**src/rtl/dms_pkg.sv**
```systemverilog
// ----------------------------------------------------------------------------
// Drive mode supervisor package
// Shared codes for stop commands, source selection and controller requests.
// ----------------------------------------------------------------------------
package dms_pkg;

  // Width of a configuration register index and of its write data.
  localparam int unsigned CfgIdxW  = 2;
  localparam int unsigned CfgDataW = 8;
  localparam int unsigned ModeW    = 3;

  // Register indexes of the configuration port.
  localparam logic [CfgIdxW-1:0] CFG_CRUISE_LIMIT  = 2'd0;
  localparam logic [CfgIdxW-1:0] CFG_PLANNER_LIMIT = 2'd1;

  // Emergency stop codes, both on the command input and toward the base.
  typedef enum logic [1:0] {
    STOP_NONE  = 2'd0,
    STOP_SET   = 2'd1,
    STOP_RESET = 2'd2
  } stop_e;

  // Requested drive source.
  typedef enum logic [1:0] {
    SEL_JOY     = 2'd0,
    SEL_CRUISE  = 2'd1,
    SEL_PLANNER = 2'd2
  } sel_e;

  // Requests sent to the cruise controller and the path planner.
  typedef enum logic [1:0] {
    REQ_NONE      = 2'd0,
    REQ_ENGAGE    = 2'd1,
    REQ_DISENGAGE = 2'd2
  } req_e;

  // Decision for one item, handed from the mode machine to the output stage.
  typedef struct packed {
    sel_e             src;
    req_e             cruise_req;
    req_e             planner_req;
    stop_e            base_stop;
    logic [ModeW-1:0] mode;
  } dms_decision_t;

endpackage

```
**src/rtl/dms_mode_fsm.sv**
```systemverilog
// ----------------------------------------------------------------------------
// Drive mode state machine
// Holds the drive mode and the engage wait counters and decides, for each
// item, the source to drive, the controller requests and the base stop code.
// ----------------------------------------------------------------------------
module dms_mode_fsm import dms_pkg::*; #(
  parameter int unsigned WAIT_BITS = 8
) (
  input  logic                clk_i,
  input  logic                rst_ni,
  input  logic                advance_i,
  input  logic [1:0]          estop_cmd_i,
  input  logic [1:0]          source_select_i,
  input  logic [2:0]          cruise_status_i,
  input  logic [2:0]          planner_status_i,
  input  logic [CfgDataW-1:0] cruise_limit_i,
  input  logic [CfgDataW-1:0] planner_limit_i,
  output dms_decision_t       decision_o
);

  typedef enum logic [ModeW-1:0] {
    MODE_JOY        = 3'd0,
    MODE_TO_CRUISE  = 3'd1,
    MODE_CRUISE     = 3'd2,
    MODE_TO_PLANNER = 3'd3,
    MODE_PLANNER    = 3'd4,
    MODE_STOP       = 3'd5
  } mode_e;

  // Controller status codes that matter while engaging.
  localparam logic [2:0] CS_OFF         = 3'd0;
  localparam logic [2:0] CS_ENGAGED_G   = 3'd3;
  localparam logic [2:0] CS_ENGAGED_U   = 3'd4;
  localparam logic [2:0] CS_FAILURE     = 3'd5;
  localparam logic [2:0] PS_OFF         = 3'd0;
  localparam logic [2:0] PS_ENGAGED     = 3'd3;
  localparam logic [2:0] PS_FAILURE     = 3'd4;

  localparam int unsigned LimW = (WAIT_BITS > CfgDataW) ? WAIT_BITS : CfgDataW;
  localparam logic [LimW-1:0] WaitMaxExt = LimW'({WAIT_BITS{1'b1}});

  mode_e                mode_q, mode_d;
  logic [WAIT_BITS-1:0] cruise_wait_q, cruise_wait_d;
  logic [WAIT_BITS-1:0] planner_wait_q, planner_wait_d;
  logic [LimW-1:0]      cruise_lim_ext, planner_lim_ext;
  logic [LimW-1:0]      cruise_lim_sat, planner_lim_sat;
  logic [WAIT_BITS-1:0] cruise_lim, planner_lim;
  stop_e                stop_cmd;

  // Wait limits saturate at the largest count the counters can hold.
  always_comb begin
    cruise_lim_ext  = LimW'(cruise_limit_i);
    planner_lim_ext = LimW'(planner_limit_i);
    cruise_lim_sat  = (cruise_lim_ext > WaitMaxExt) ? WaitMaxExt : cruise_lim_ext;
    planner_lim_sat = (planner_lim_ext > WaitMaxExt) ? WaitMaxExt : planner_lim_ext;
    cruise_lim      = cruise_lim_sat[WAIT_BITS-1:0];
    planner_lim     = planner_lim_sat[WAIT_BITS-1:0];
  end

  // Stop command code three carries no meaning and acts as no command.
  always_comb begin
    case (estop_cmd_i)
      STOP_SET:   stop_cmd = STOP_SET;
      STOP_RESET: stop_cmd = STOP_RESET;
      default:    stop_cmd = STOP_NONE;
    endcase
  end

  // Mode transitions and the decision for the current item.
  always_comb begin
    mode_d                 = mode_q;
    cruise_wait_d          = cruise_wait_q;
    planner_wait_d         = planner_wait_q;
    decision_o.src         = SEL_JOY;
    decision_o.cruise_req  = REQ_NONE;
    decision_o.planner_req = REQ_NONE;
    decision_o.base_stop   = stop_cmd;

    if (stop_cmd == STOP_SET) begin
      // A stop only takes effect from an automatic mode.
      if (mode_q == MODE_PLANNER || mode_q == MODE_CRUISE) begin
        mode_d = MODE_STOP;
      end
    end else if (source_select_i == SEL_JOY) begin
      // Joystick selection returns to manual from anywhere.
      if (mode_q == MODE_STOP) begin
        decision_o.base_stop = STOP_RESET;
      end
      mode_d                 = MODE_JOY;
      decision_o.cruise_req  = REQ_DISENGAGE;
      decision_o.planner_req = REQ_DISENGAGE;
    end else begin
      case (mode_q)
        MODE_JOY: begin
          if (source_select_i == SEL_CRUISE) begin
            mode_d                = MODE_TO_CRUISE;
            decision_o.cruise_req = REQ_ENGAGE;
          end else if (source_select_i == SEL_PLANNER) begin
            mode_d                 = MODE_TO_PLANNER;
            decision_o.planner_req = REQ_ENGAGE;
          end
        end
        MODE_TO_CRUISE: begin
          case (cruise_status_i)
            CS_ENGAGED_G, CS_ENGAGED_U: begin
              mode_d        = MODE_CRUISE;
              cruise_wait_d = '0;
            end
            CS_FAILURE: begin
              mode_d                = MODE_JOY;
              cruise_wait_d         = '0;
              decision_o.cruise_req = REQ_DISENGAGE;
            end
            CS_OFF: begin
              mode_d        = MODE_JOY;
              cruise_wait_d = '0;
            end
            default: begin
              // Still trying: count the tick or give up at the limit.
              if (cruise_wait_q >= cruise_lim) begin
                mode_d                = MODE_JOY;
                cruise_wait_d         = '0;
                decision_o.cruise_req = REQ_DISENGAGE;
              end else begin
                cruise_wait_d         = cruise_wait_q + 1'b1;
                decision_o.cruise_req = REQ_ENGAGE;
              end
            end
          endcase
        end
        MODE_CRUISE: begin
          decision_o.src = SEL_CRUISE;
        end
        MODE_TO_PLANNER: begin
          case (planner_status_i)
            PS_ENGAGED: begin
              mode_d         = MODE_PLANNER;
              planner_wait_d = '0;
            end
            PS_FAILURE: begin
              mode_d                 = MODE_JOY;
              planner_wait_d         = '0;
              decision_o.planner_req = REQ_DISENGAGE;
            end
            PS_OFF: begin
              mode_d         = MODE_JOY;
              planner_wait_d = '0;
            end
            default: begin
              if (planner_wait_q >= planner_lim) begin
                mode_d                 = MODE_JOY;
                planner_wait_d         = '0;
                decision_o.planner_req = REQ_DISENGAGE;
              end else begin
                planner_wait_d         = planner_wait_q + 1'b1;
                decision_o.planner_req = REQ_ENGAGE;
              end
            end
          endcase
        end
        MODE_PLANNER: begin
          decision_o.src = SEL_PLANNER;
        end
        default: begin
          // Stopped mode holds until the joystick is selected.
        end
      endcase
    end

    decision_o.mode = mode_d;
  end

  // State advances once per accepted item.
  always_ff @(posedge clk_i or negedge rst_ni) begin
    if (!rst_ni) begin
      mode_q         <= MODE_JOY;
      cruise_wait_q  <= '0;
      planner_wait_q <= '0;
    end else if (advance_i) begin
      mode_q         <= mode_d;
      cruise_wait_q  <= cruise_wait_d;
      planner_wait_q <= planner_wait_d;
    end
  end

endmodule

```
**src/rtl/drive_mode_supervisor_top.sv**
```systemverilog
// ----------------------------------------------------------------------------
// Drive mode supervisor
// Chooses, once per control tick, whether the joystick, the cruise controller
// or the path planner drives the mobile base, and issues engage, disengage
// and emergency stop codes.
// ----------------------------------------------------------------------------
// Throughput is one item per clock cycle while the output side is not stalling.
// An accepted item's result appears on the output in the next cycle, from a
// single output register fed by the mode machine's decision logic. The input
// is stalled only while that register holds a result that the output side is
// stalling. The two wait limits reset to 10 and are written through the
// configuration port, which is always ready; writes to indexes beyond the two registers are ignored.
// ----------------------------------------------------------------------------
module drive_mode_supervisor_top import dms_pkg::*; #(
  parameter int unsigned VELOCITY_BITS = 16,
  parameter int unsigned WAIT_BITS     = 8
) (
  input  logic                            clk_i,
  input  logic                            rst_ni,
  // Configuration write channel.
  input  logic                            cfg_valid_i,
  output logic                            cfg_ready_o,
  input  logic [CfgIdxW-1:0]              cfg_index_i,
  input  logic [CfgDataW-1:0]             cfg_data_i,
  // Input channel.
  input  logic                            in_valid_i,
  output logic                            in_stall_o,
  input  logic [1:0]                      estop_cmd_i,
  input  logic [1:0]                      source_select_i,
  input  logic [2:0]                      cruise_status_i,
  input  logic [2:0]                      planner_status_i,
  input  logic signed [VELOCITY_BITS-1:0] joy_angular_i,
  input  logic signed [VELOCITY_BITS-1:0] joy_linear_i,
  input  logic signed [VELOCITY_BITS-1:0] cruise_angular_i,
  input  logic signed [VELOCITY_BITS-1:0] cruise_linear_i,
  input  logic signed [VELOCITY_BITS-1:0] planner_angular_i,
  input  logic signed [VELOCITY_BITS-1:0] planner_linear_i,
  // Output channel.
  output logic                            out_valid_o,
  input  logic                            out_stall_i,
  output logic signed [VELOCITY_BITS-1:0] drive_angular_o,
  output logic signed [VELOCITY_BITS-1:0] drive_linear_o,
  output logic [1:0]                      cruise_request_o,
  output logic [1:0]                      planner_request_o,
  output logic [1:0]                      base_stop_o,
  output logic [ModeW-1:0]                mode_now_o
);

  localparam logic [CfgDataW-1:0] LimitReset = 8'd10;

  logic                            in_accept;
  logic                            cfg_write;
  logic [CfgDataW-1:0]             cruise_limit_q;
  logic [CfgDataW-1:0]             planner_limit_q;
  dms_decision_t                   decision;
  logic signed [VELOCITY_BITS-1:0] angular_d, linear_d;
  logic                            out_valid_q, out_valid_d;
  logic signed [VELOCITY_BITS-1:0] drive_angular_q, drive_linear_q;
  req_e                            cruise_request_q, planner_request_q;
  stop_e                           base_stop_q;
  logic [ModeW-1:0]                mode_now_q;

  // Handshakes: the input waits only when a held result is being stalled.
  assign cfg_ready_o = 1'b1;
  assign cfg_write   = cfg_valid_i & cfg_ready_o;
  assign in_stall_o  = out_valid_q & out_stall_i;
  assign in_accept   = in_valid_i & ~in_stall_o;

  // Configuration registers.
  always_ff @(posedge clk_i or negedge rst_ni) begin
    if (!rst_ni) begin
      cruise_limit_q  <= LimitReset;
      planner_limit_q <= LimitReset;
    end else if (cfg_write) begin
      case (cfg_index_i)
        CFG_CRUISE_LIMIT:  cruise_limit_q  <= cfg_data_i;
        CFG_PLANNER_LIMIT: planner_limit_q <= cfg_data_i;
        default: begin
        end
      endcase
    end
  end

  dms_mode_fsm #(
    .WAIT_BITS(WAIT_BITS)
  ) u_mode_fsm (
    .clk_i            (clk_i),
    .rst_ni           (rst_ni),
    .advance_i        (in_accept),
    .estop_cmd_i      (estop_cmd_i),
    .source_select_i  (source_select_i),
    .cruise_status_i  (cruise_status_i),
    .planner_status_i (planner_status_i),
    .cruise_limit_i   (cruise_limit_q),
    .planner_limit_i  (planner_limit_q),
    .decision_o       (decision)
  );

  // Velocity source selection.
  always_comb begin
    case (decision.src)
      SEL_CRUISE: begin
        angular_d = cruise_angular_i;
        linear_d  = cruise_linear_i;
      end
      SEL_PLANNER: begin
        angular_d = planner_angular_i;
        linear_d  = planner_linear_i;
      end
      default: begin
        angular_d = joy_angular_i;
        linear_d  = joy_linear_i;
      end
    endcase
  end

  // Output register: valid holds while stalled, loads on every accepted item.
  assign out_valid_d = in_accept | (out_valid_q & out_stall_i);

  always_ff @(posedge clk_i or negedge rst_ni) begin
    if (!rst_ni) begin
      out_valid_q <= 1'b0;
    end else begin
      out_valid_q <= out_valid_d;
    end
  end

  always_ff @(posedge clk_i) begin
    if (in_accept) begin
      drive_angular_q   <= angular_d;
      drive_linear_q    <= linear_d;
      cruise_request_q  <= decision.cruise_req;
      planner_request_q <= decision.planner_req;
      base_stop_q       <= decision.base_stop;
      mode_now_q        <= decision.mode;
    end
  end

  assign out_valid_o       = out_valid_q;
  assign drive_angular_o   = drive_angular_q;
  assign drive_linear_o    = drive_linear_q;
  assign cruise_request_o  = cruise_request_q;
  assign planner_request_o = planner_request_q;
  assign base_stop_o       = base_stop_q;
  assign mode_now_o        = mode_now_q;

endmodule

```
**config.mk**
```make
export PLATFORM = sky130hd
export DESIGN_NAME = drive_mode_supervisor_top
export DESIGN_NICKNAME = d
export VERILOG_FILES = /design/src/rtl/dms_pkg.sv /design/src/rtl/dms_mode_fsm.sv /design/src/rtl/drive_mode_supervisor_top.sv
export SDC_FILE = /design/constraint.sdc
export NUM_CORES = 1
export LEC_CHECK = 0
export BUFFER_PORTS_ARGS = -buffer_cell sky130_fd_sc_hd__buf_2
export CAP_MARGIN = 15
export CELL_PAD_IN_SITES_DETAIL_PLACEMENT = 0
export CELL_PAD_IN_SITES_GLOBAL_PLACEMENT = 1
export CORE_ASPECT_RATIO = 2
export CORE_UTILIZATION = 36
export CTS_CLUSTER_DIAMETER = 120
export DETAILED_ROUTE_END_ITERATION = 6
export GPL_ROUTABILITY_DRIVEN = 1
export PLACE_DENSITY_LB_ADDON = 0.15
export SYNTH_ARGS = -nofsm -noshare
export SYNTH_HDL_FRONTEND = slang
export SYNTH_HIERARCHICAL = 1
export SYNTH_SLANG_ARGS = --single-unit
export TNS_END_PERCENT = 20
```
**constraint.sdc**
```tcl
create_clock -name clk_i -period 7.55 [get_ports clk_i]
set_clock_uncertainty 0.05 [all_clocks]
set_input_delay 1.51 -clock clk_i [delete_from_list [all_inputs] [get_ports clk_i]]
set_output_delay 1.51 -clock clk_i [all_outputs]
set_load 0.02 [all_outputs]
```
# Word level (Yosys, flattened, before mapping)
# Index checks and enable logic that the tools add are counted.
# op_classes
addsub	2
n_mul	0
div_mod_pow	0
magnitude_cmp	4
eq_ne	18
n_shift	0
n_mux	34
bitwise	6
n_reduce_logical	18
# ops
op	n
case mux 16 bit (2 select lines)	2
2-to-1 mux 8 bit	7
case mux 2 bit (2 select lines)	6
2-to-1 mux 3 bit	7
adder 8 x 1 -> 8 bit (second input constant)	2
>= comparator 8 bit	2
> comparator 8 bit (second input constant)	2
equality test 3 bit (second input constant)	5
equality test 3 x 2 -> 1 bit (second input constant)	4
2-to-1 mux 2 bit	6
case mux 3 bit (2 select lines)	2
equality test 2 x 1 -> 1 bit (second input constant)	5
OR reduction 2 bit	5
logical NOT 3 bit	3
case mux 3 bit (3 select lines)	1
AND reduction 4 bit	2
equality test 2 bit (second input constant)	3
OR reduction 3 bit	2
logical NOT 2 bit	2
2-to-1 mux 4 bit	1
AND reduction 2 bit	2
OR reduction 4 bit	1
equality test 3 x 1 -> 1 bit (second input constant)	1
inverter 1 bit	3
other kinds (4)	6
# word_totals
register_bits	77
latchBits	0
ram_bits	0
romBits	0
inputBits	121
out_inout_bits	44
elab_cells	96
memories	0

# Longest topological paths before layout
# Gate-level depths: netlist (run 1).
# logic_depth
ltp_word	10
ltp_mapped	10
mapped_depth_nobuf	7

# Modules after synthesis
# Netlist (run 1), hierarchy kept.
# modules_own_cells
mod	instances	cells_each	area_each_um2	seq_area_each_um2
drive_mode_supervisor_top	1	194	2512.4	1661.6
dms_mode_fsm	1	230	1861.8	475.5

# Worst setup path after synthesis (run 1)
# No wires, ideal clock.
# synth_timing
path_kind	input to register
from	input out_stall_i
to	register u_mode_fsm.planner_wait_q[4]
setup_time_ps	127
t_arrival_ps	5204
required_ps	7373
slack_ps	2168
cell_stages	9
path_buffers	2
cell_sequence	and2_1 > nor2b_1 > buf_2 > nand3_1 > or4_4 > buf_6 > or3_1 > o211ai_2 > o31ai_1
# synth_via
elab_chain_cells	4
# synth_rtl
element	line	source
start: declaration	drive_mode_supervisor_top.sv:40	input logic out_stall_i,
bitwise AND 1 bit	drive_mode_supervisor_top.sv:66	assign in_stall_o = out_valid_q & out_stall_i;
inverter 1 bit	drive_mode_supervisor_top.sv:67	assign in_accept = in_valid_i & ~in_stall_o;
bitwise AND 1 bit	drive_mode_supervisor_top.sv:67	
net in_accept	drive_mode_supervisor_top.sv:51	logic in_accept;
AND reduction 4 bit (no line)	--	
end signal: assignment	dms_mode_fsm.sv:182	planner_wait_q <= planner_wait_d;
end: declaration	dms_mode_fsm.sv:44	logic [WAIT_BITS-1:0] planner_wait_q, planner_wait_d;
# The timed path passes the listed nets, and every way through them passes these cells.
# A chain may end at the register's enable or synchronous reset.

==> impl_metrics.tcl, run 1 <==
set metrics [dict create \
    outcome "complete, no violations" \
    final_net_count 717 \
    clkSinkCount 77 \
    final_layout_size_suffix_gt1_share_pct 37.52 \
    first_iter_violations 170 \
    clk_root_buffer_cell "clkbuf_16" \
    setup.worst_path.start_class "input port" \
    track_usage_pct 18.65 \
    drv_slew 0 \
    netlist_top_cells_count "51 x nand2_1, 48 x o21ai_0, 41 x edfxtp_1, 32 x a22oi_1, 32 x dfrtp_1" \
    clk_path_buf_depth 2 \
    timing.final.ws_setup_ps 3773 \
    worst_margin_slew_ps 954.1 \
    tritoncts "done" \
    placementRows 56 \
    critical_path.reg2reg.startpoint "u_mode_fsm/mode_q[1]" \
    syn-cell-area_um2 4374 \
    clkTransAtPathRegs_ps 60 \
    core_um2 11770 \
    place_ws_ps 3407 \
    postSynthNetCount 565 \
    totalWireLength_mm 11.59 \
    full_die_area_um2 12620 \
    postSynth.asyncResetShare_pct 46.75 \
    fillers 1150 \
    wl_per_cell_um 15.94 \
    globalplace.congestion 0.7991 \
    grt_start_max_net_pins 65 \
    ys_types 60 \
    cts_repair_resize_count 0 \
    period_needed_ps 3777 \
    post-route-util_pct 47.64 \
    area_growth_pct 28.20 \
    max_clock_freq_mhz 264.7 \
    final_count_of_hold_timing_violations 0 \
    netlist_top_cells_area "edfxtp_1 28%, dfrtp_1 18%, ha_1 5.7%" \
    worst_ep_arrival_time_ps 3780 \
    rsz0062_at_grt "no" \
    timing.critical_path.to_type "register" \
    number_of_antenna_violations_at_the_first_check_in_global_routing 1 \
    hold_path_class "register to register" \
    crit_fanout 64 \
    viasPerCell 5.276 \
    worst-r2r-cell-count 4 \
    critPathLaunch "estop_cmd_i[1]" \
    first_global_vias 3728 \
    ctsHoldBuffers 0 \
    num_io_pins 165 \
    p_leak_nw 2.585 \
    synthFlopType "edfxtp_1" \
    slew_headroom_pct 36.39 \
    max-cap-violations 0 \
    place.port_buffers 163 \
    peakVddDrop_mv 0.1315 \
    synth_area_per_cell_um2 10.32 \
    dp_hpwl_mm 8.755 \
    seq_area_um2 2137 \
    x_dimension_of_the_die_um 79.95 \
    routed-via-count 3836 \
    synth_seq_area_share_pct 48.86 \
    syn_inst 424 \
    first_pass_grt_wire_length_mm 17.84 \
    criticalPathCategory "input port to register" \
    totalNegativeSetupSlack_ps 0 \
    cts-buffers-inserted 9 \
    worstHoldEndpoint "planner_limit_q[6]" \
    count_of_flip_flops_with_a_built_in_enable_after_synthesis 41 \
    clk-insertion-delay-late_ps 340 \
    crit_slowest_cell "ha_2" \
    regToRegSetupSlack_ps 4790 \
    worstReg2RegEnd "drive_linear_o[10]" \
    die_h_um 157.9 \
    critical_path_required_ps 7550 \
    cpPeakStageDelay_ps 960 \
    drt_pass1_iterations 4 \
    multi_input_area_um2 2038 \
    synth_warnings 6 \
    synth.most_common_cell "nand2_1" \
    fin_crit_sh_pct 50.03 \
    timing.critical_path.cells "buf_2 > nand2b_2 > nand2_1 > nor4b_1 > inv_1 > ha_2 > o21ai_0" \
    hold_start "planner_limit_q[6]" \
    htreeDepth 3 \
    route.antenna.remaining_nets 0 \
    min_delay_path_depth 1 \
    powerDensity_nw_per_um2 278.8 \
    drc_errors 0 \
    global_route.overflow_total 0 \
    finalSetupViolations 0 \
    postSynthRegisterBits 77 \
    synth_area_leader_cell "edfxtp_1" \
    post-cts-setup-buffer-count 0 \
    synthDominantCellAreaShare_pct 28.15 \
    initial_core_utilization_pct 37.16 \
]
==> critical path, delay by kind of cell <==
family | cells | cell delay (ps)
adder cells (fa/ha/maj) | 1 | 960
AND/OR/NAND/NOR | 3 | 850
buffers and inverters | 2 | 170
AO/OA/AOI/OAI | 1 | 230
==> logic make-up after synthesis <==
group,share of synthesized area (%)
buf+inv,4.777
xor+xnor,0.4005
flops,48.86
compound gates,20.39
mux,5.120
simple gates,14.65
fa+ha+maj,5.721
other cells,0.08573
==> worst max path at each step <==
stage | slack [ps] | end | depth (start not counted)
final | 3770 | drive_linear_o[10] | 7
after global routing | 3470 | drive_linear_o[10] | 7
after CTS | 3760 | drive_linear_o[10] | 7
after detailed placement | 3410 | drive_linear_o[10] | 7
after global placement | 3410 | drive_angular_o[12] | 7
after floorplan | 2170 | u_mode_fsm/planner_wait_q[4] | 9
==> sequential cells by signal, indices dropped and copies added, names as in the netlist, 3 cells and up <==
register,cells
u_mode_fsm/cruise_wait_q,8
u_mode_fsm/mode_q,3
mode_now_o,3
planner_limit_q,8
u_mode_fsm/planner_wait_q,8
drive_angular_o,16
cruise_limit_q,8
drive_linear_o,16
==> through the flow <==
stage,cells,hold WS [ps],instance area [um^2],total power [W]
after global routing,727,477.1,5608,0.001667
after floorplan,424,429.3,4374,0.0009625
final,727,453.3,5608,0.001564
after CTS,726,454.8,5605,0.001584
after global placement,709,441.6,5274,0.001097
after detailed placement,710,442.6,5289,0.001114
==> cell usage in the layout (no fill, tap or decap), types with 2 or more instances in the layout <==
cell       instances
o211a_1            2
clkinv_4           2
inv_1             22
o21ai_0           48
xnor2_1            2
nand3_1           13
nand2b_1           5
o21bai_1           2
nor2_1             7
clkinv_2           2
a22oi_1           32
clkbuf_16          9
buf_4              2
and3_1             7
nor2b_1            9
and2_1             2
or2_2              2
nand2_1           51
ha_1              19
a2bb2oi_1          2
nor4_1             2
or3_1              3
a21o_1             6
nor3_1             4
a21oi_1           10
a31oi_1            4
buf_2            163
a211oi_1           2
bufinv_16          2
a22o_1             7
dfrtp_1           32
and3b_1            2
o211ai_1           2
dfstp_2            4
edfxtp_1          41
mux2_2            19
or4_1              2
o31ai_1            5
nand4_1            3
o22ai_1            3
==> routing by layer <==
metal	share of wire, %	vias to the layer above	routed length (um)	global-route usage, %
met4	3.3	0	382	10.29
met3	5.8	26	669	3.112
li1	-	1882	-	-
met5	0	-	0	0
met1	38	1778	4396	19.84
met2	53	150	6139	34.07
==> cell type report <==
type                            count  area share [%]
Sequential cell                    77           38.11
Multi-Input combinational cell    299           36.35
Timing Repair Buffer              166           15.08
Clock buffer                       10           4.083
Tap cell                          145           3.235
Clock inverter                      6           1.562
Inverter                           23           1.539
Antenna cell                        1         0.04462
==> where the power goes <==
group          leakage (nW)  internal (W)  switching [W]  total, W
registers             0.843      0.000539      0.0000721  0.000611
logic                  1.59      0.000204       0.000288  0.000491
clock network         0.156      0.000289       0.000172  0.000461
total                  2.59       0.00103       0.000532   0.00156
Power figures use the tool's default switching activity.
==> run 2, diff against run 1 <==
clock period = 3.75 ns   (was 7.55 ns; I/O delays follow)
==> run 2 against run 1 <==
  * Sequential power is 100% higher
  * Via count shrank 1.4%
  * Non-clock buffer count is 1 higher
  * Wire length rose by 0.15%
  * Die area is the same
  * Worst hold slack better by 2.4 ps
  * Count of clock-buffer cells in the layout grew 1
  * Setup slack got worse by 2800 ps
  * Register-to-register slack got worse by 3600 ps
  * Critical endpoint is now drive_angular_o[15]
  * Largest power group unchanged
==> impl_metrics.tcl, run 2 (same netlist as run 1, synthesis figures left out) <==
set metrics [dict create \
    most-common-layout-cells "163 x buf_2, 51 x nand2_1, 48 x o21ai_0, 41 x edfxtp_1" \
    rsz0062_at_grt "no" \
    dp_hpwl_mm 8.865 \
    slew_headroom_pct 43.86 \
    criticalPathCategory "input port to register" \
    worst-r2r-cell-count 7 \
    final_layout_size_suffix_gt1_share_pct 37.46 \
    viasPerCell 5.201 \
    setup.worst_path.start_class "input port" \
    layout_commonest_cell "buf_2" \
    min_delay_path_depth 1 \
    globalplace.congestion 0.7810 \
    worst_margin_slew_ps 842.2 \
    worstHoldEndpoint "cruise_limit_q[6]" \
    worst_ep_arrival_time_ps 2750 \
    totalNegativeSetupSlack_ps 0 \
    hold_path_class "register to register" \
    x_dimension_of_the_die_um 79.95 \
    die_h_um 157.9 \
    crit_fanout 64 \
    clk_root_buffer_cell "clkbuf_16" \
    num_io_pins 165 \
    timing.critical_path.to_type "register" \
    ctsHoldBuffers 0 \
    max-cap-violations 0 \
    fin_crit_sh_pct 73.31 \
    htreeDepth 3 \
    final_count_of_hold_timing_violations 0 \
    totalWireLength_mm 11.61 \
    timing.critical_path.cells "buf_2 > nand2b_2 > nand2_1 > nor4b_1 > inv_1 > ha_2 > buf_4 > o21ai_0" \
    path_delay_family "simple AND/OR/NAND/NOR gates" \
    tritoncts "done" \
    layoutNonFillerInstCount 727 \
    place.port_buffers 163 \
    clkTransAtPathRegs_ps 60 \
    critical_path.reg2reg.startpoint "u_mode_fsm/planner_wait_q[6]" \
    peakVddDrop_mv 0.2776 \
    regToRegSetupSlack_ps 1220 \
    global_route.overflow_total 0 \
    initial_core_utilization_pct 37.16 \
    first_pass_grt_wire_length_mm 18.24 \
    critical_path_required_ps 3750 \
    placementRows 56 \
    first_iter_violations 148 \
    post-cts-setup-buffer-count 0 \
    post-route-util_pct 47.57 \
    worstReg2RegEnd "u_mode_fsm/planner_wait_q[4]" \
    num_antenna_cells 0 \
    crit_slowest_cell "buf_4" \
    post_place_cells 711 \
    p_leak_nw 2.581 \
    period_needed_ps 2749 \
    grt_start_max_net_pins 65 \
    wl_per_cell_um 15.96 \
    outcome "complete, no violations" \
    hold_start "cruise_limit_q[6]" \
    number_of_antenna_violations_at_the_first_check_in_global_routing 0 \
    cp.buffers_inverters 3 \
    clk_path_buf_depth 2 \
    first_global_vias 3765 \
    clkSinkCount 77 \
    track_usage_pct 19.09 \
    cts_repair_resize_count 0 \
    route.antenna.remaining_nets 0 \
    core_um2 11770 \
    drc_errors 0 \
    powerDensity_nw_per_um2 557.5 \
    finalSetupViolations 0 \
    cpPeakStageDelay_ps 430 \
    timing.final.ws_setup_ps 1001 \
    clk-insertion-delay-late_ps 330 \
    drv_slew 0 \
    drt_pass1_iterations 4 \
    max_clock_freq_mhz 363.7 \
    area_growth_pct 28.00 \
    critical_path_depth 8 \
    routed-via-count 3781 \
    cts-buffers-inserted 9 \
    place_ws_ps 666.7 \
    full_die_area_um2 12620 \
    final_net_count 718 \
]
run 2: metal layers:
| metal | global-route usage [%] | part of all wire (%) |
|---|---|---|
| met5 | 0 | 0 |
| met1 | 20.22 | 38 |
| met4 | 7.993 | 1.4 |
| met3 | 3.689 | 5.2 |
| met2 | 35.82 | 55 |
run 2: how the worst max path moves through the flow:
stage | from | end | slack (ps)
after floorplan | out_stall_i | u_mode_fsm/planner_wait_q[4] | 440
after global placement | estop_cmd_i[1] | drive_linear_o[4] | 720
after detailed placement | estop_cmd_i[1] | drive_linear_o[7] | 670
after CTS | estop_cmd_i[1] | drive_angular_o[15] | 1000
after global routing | estop_cmd_i[1] | drive_linear_o[10] | 750
final | estop_cmd_i[1] | drive_angular_o[15] | 1000
run 2: metrics by stage:
| stage | hold slack (ps) | instance area, um^2 | total power (W) |
|---|---|---|---|
| 2_1_floorplan | 404.4 | 4382 | 0.001938 |
| 3_3_place_gp | 442.4 | 5289 | 0.002209 |
| 3_5_place_dp | 446.8 | 5289 | 0.002232 |
| 4_1_cts | 459.9 | 5599 | 0.003156 |
| 5_1_grt | 473.3 | 5599 | 0.003347 |
| 6_report | 455.7 | 5599 | 0.003122 |
run 2: layout make-up:
| cell class | count | area [um^2] |
|---|---|---|
| tap | 145 | 181.4 |
| inverter | 23 | 86.33 |
| fill | 1144 | 6172 |
| sequential | 77 | 2137 |
| clock inverter | 5 | 77.57 |
| clock buffer | 11 | 232.7 |
| multi-input combinational | 299 | 2038 |
| timing repair buffer | 167 | 845.8 |
run 2: power by group:
part / internal, W / switching (W) / total (W)
clock: 0.000581 / 0.000332 / 0.000913
combinational: 0.000403 / 0.000574 / 0.000976
sequential: 0.00108 / 0.000148 / 0.00123
total: 0.00207 / 0.00105 / 0.00312
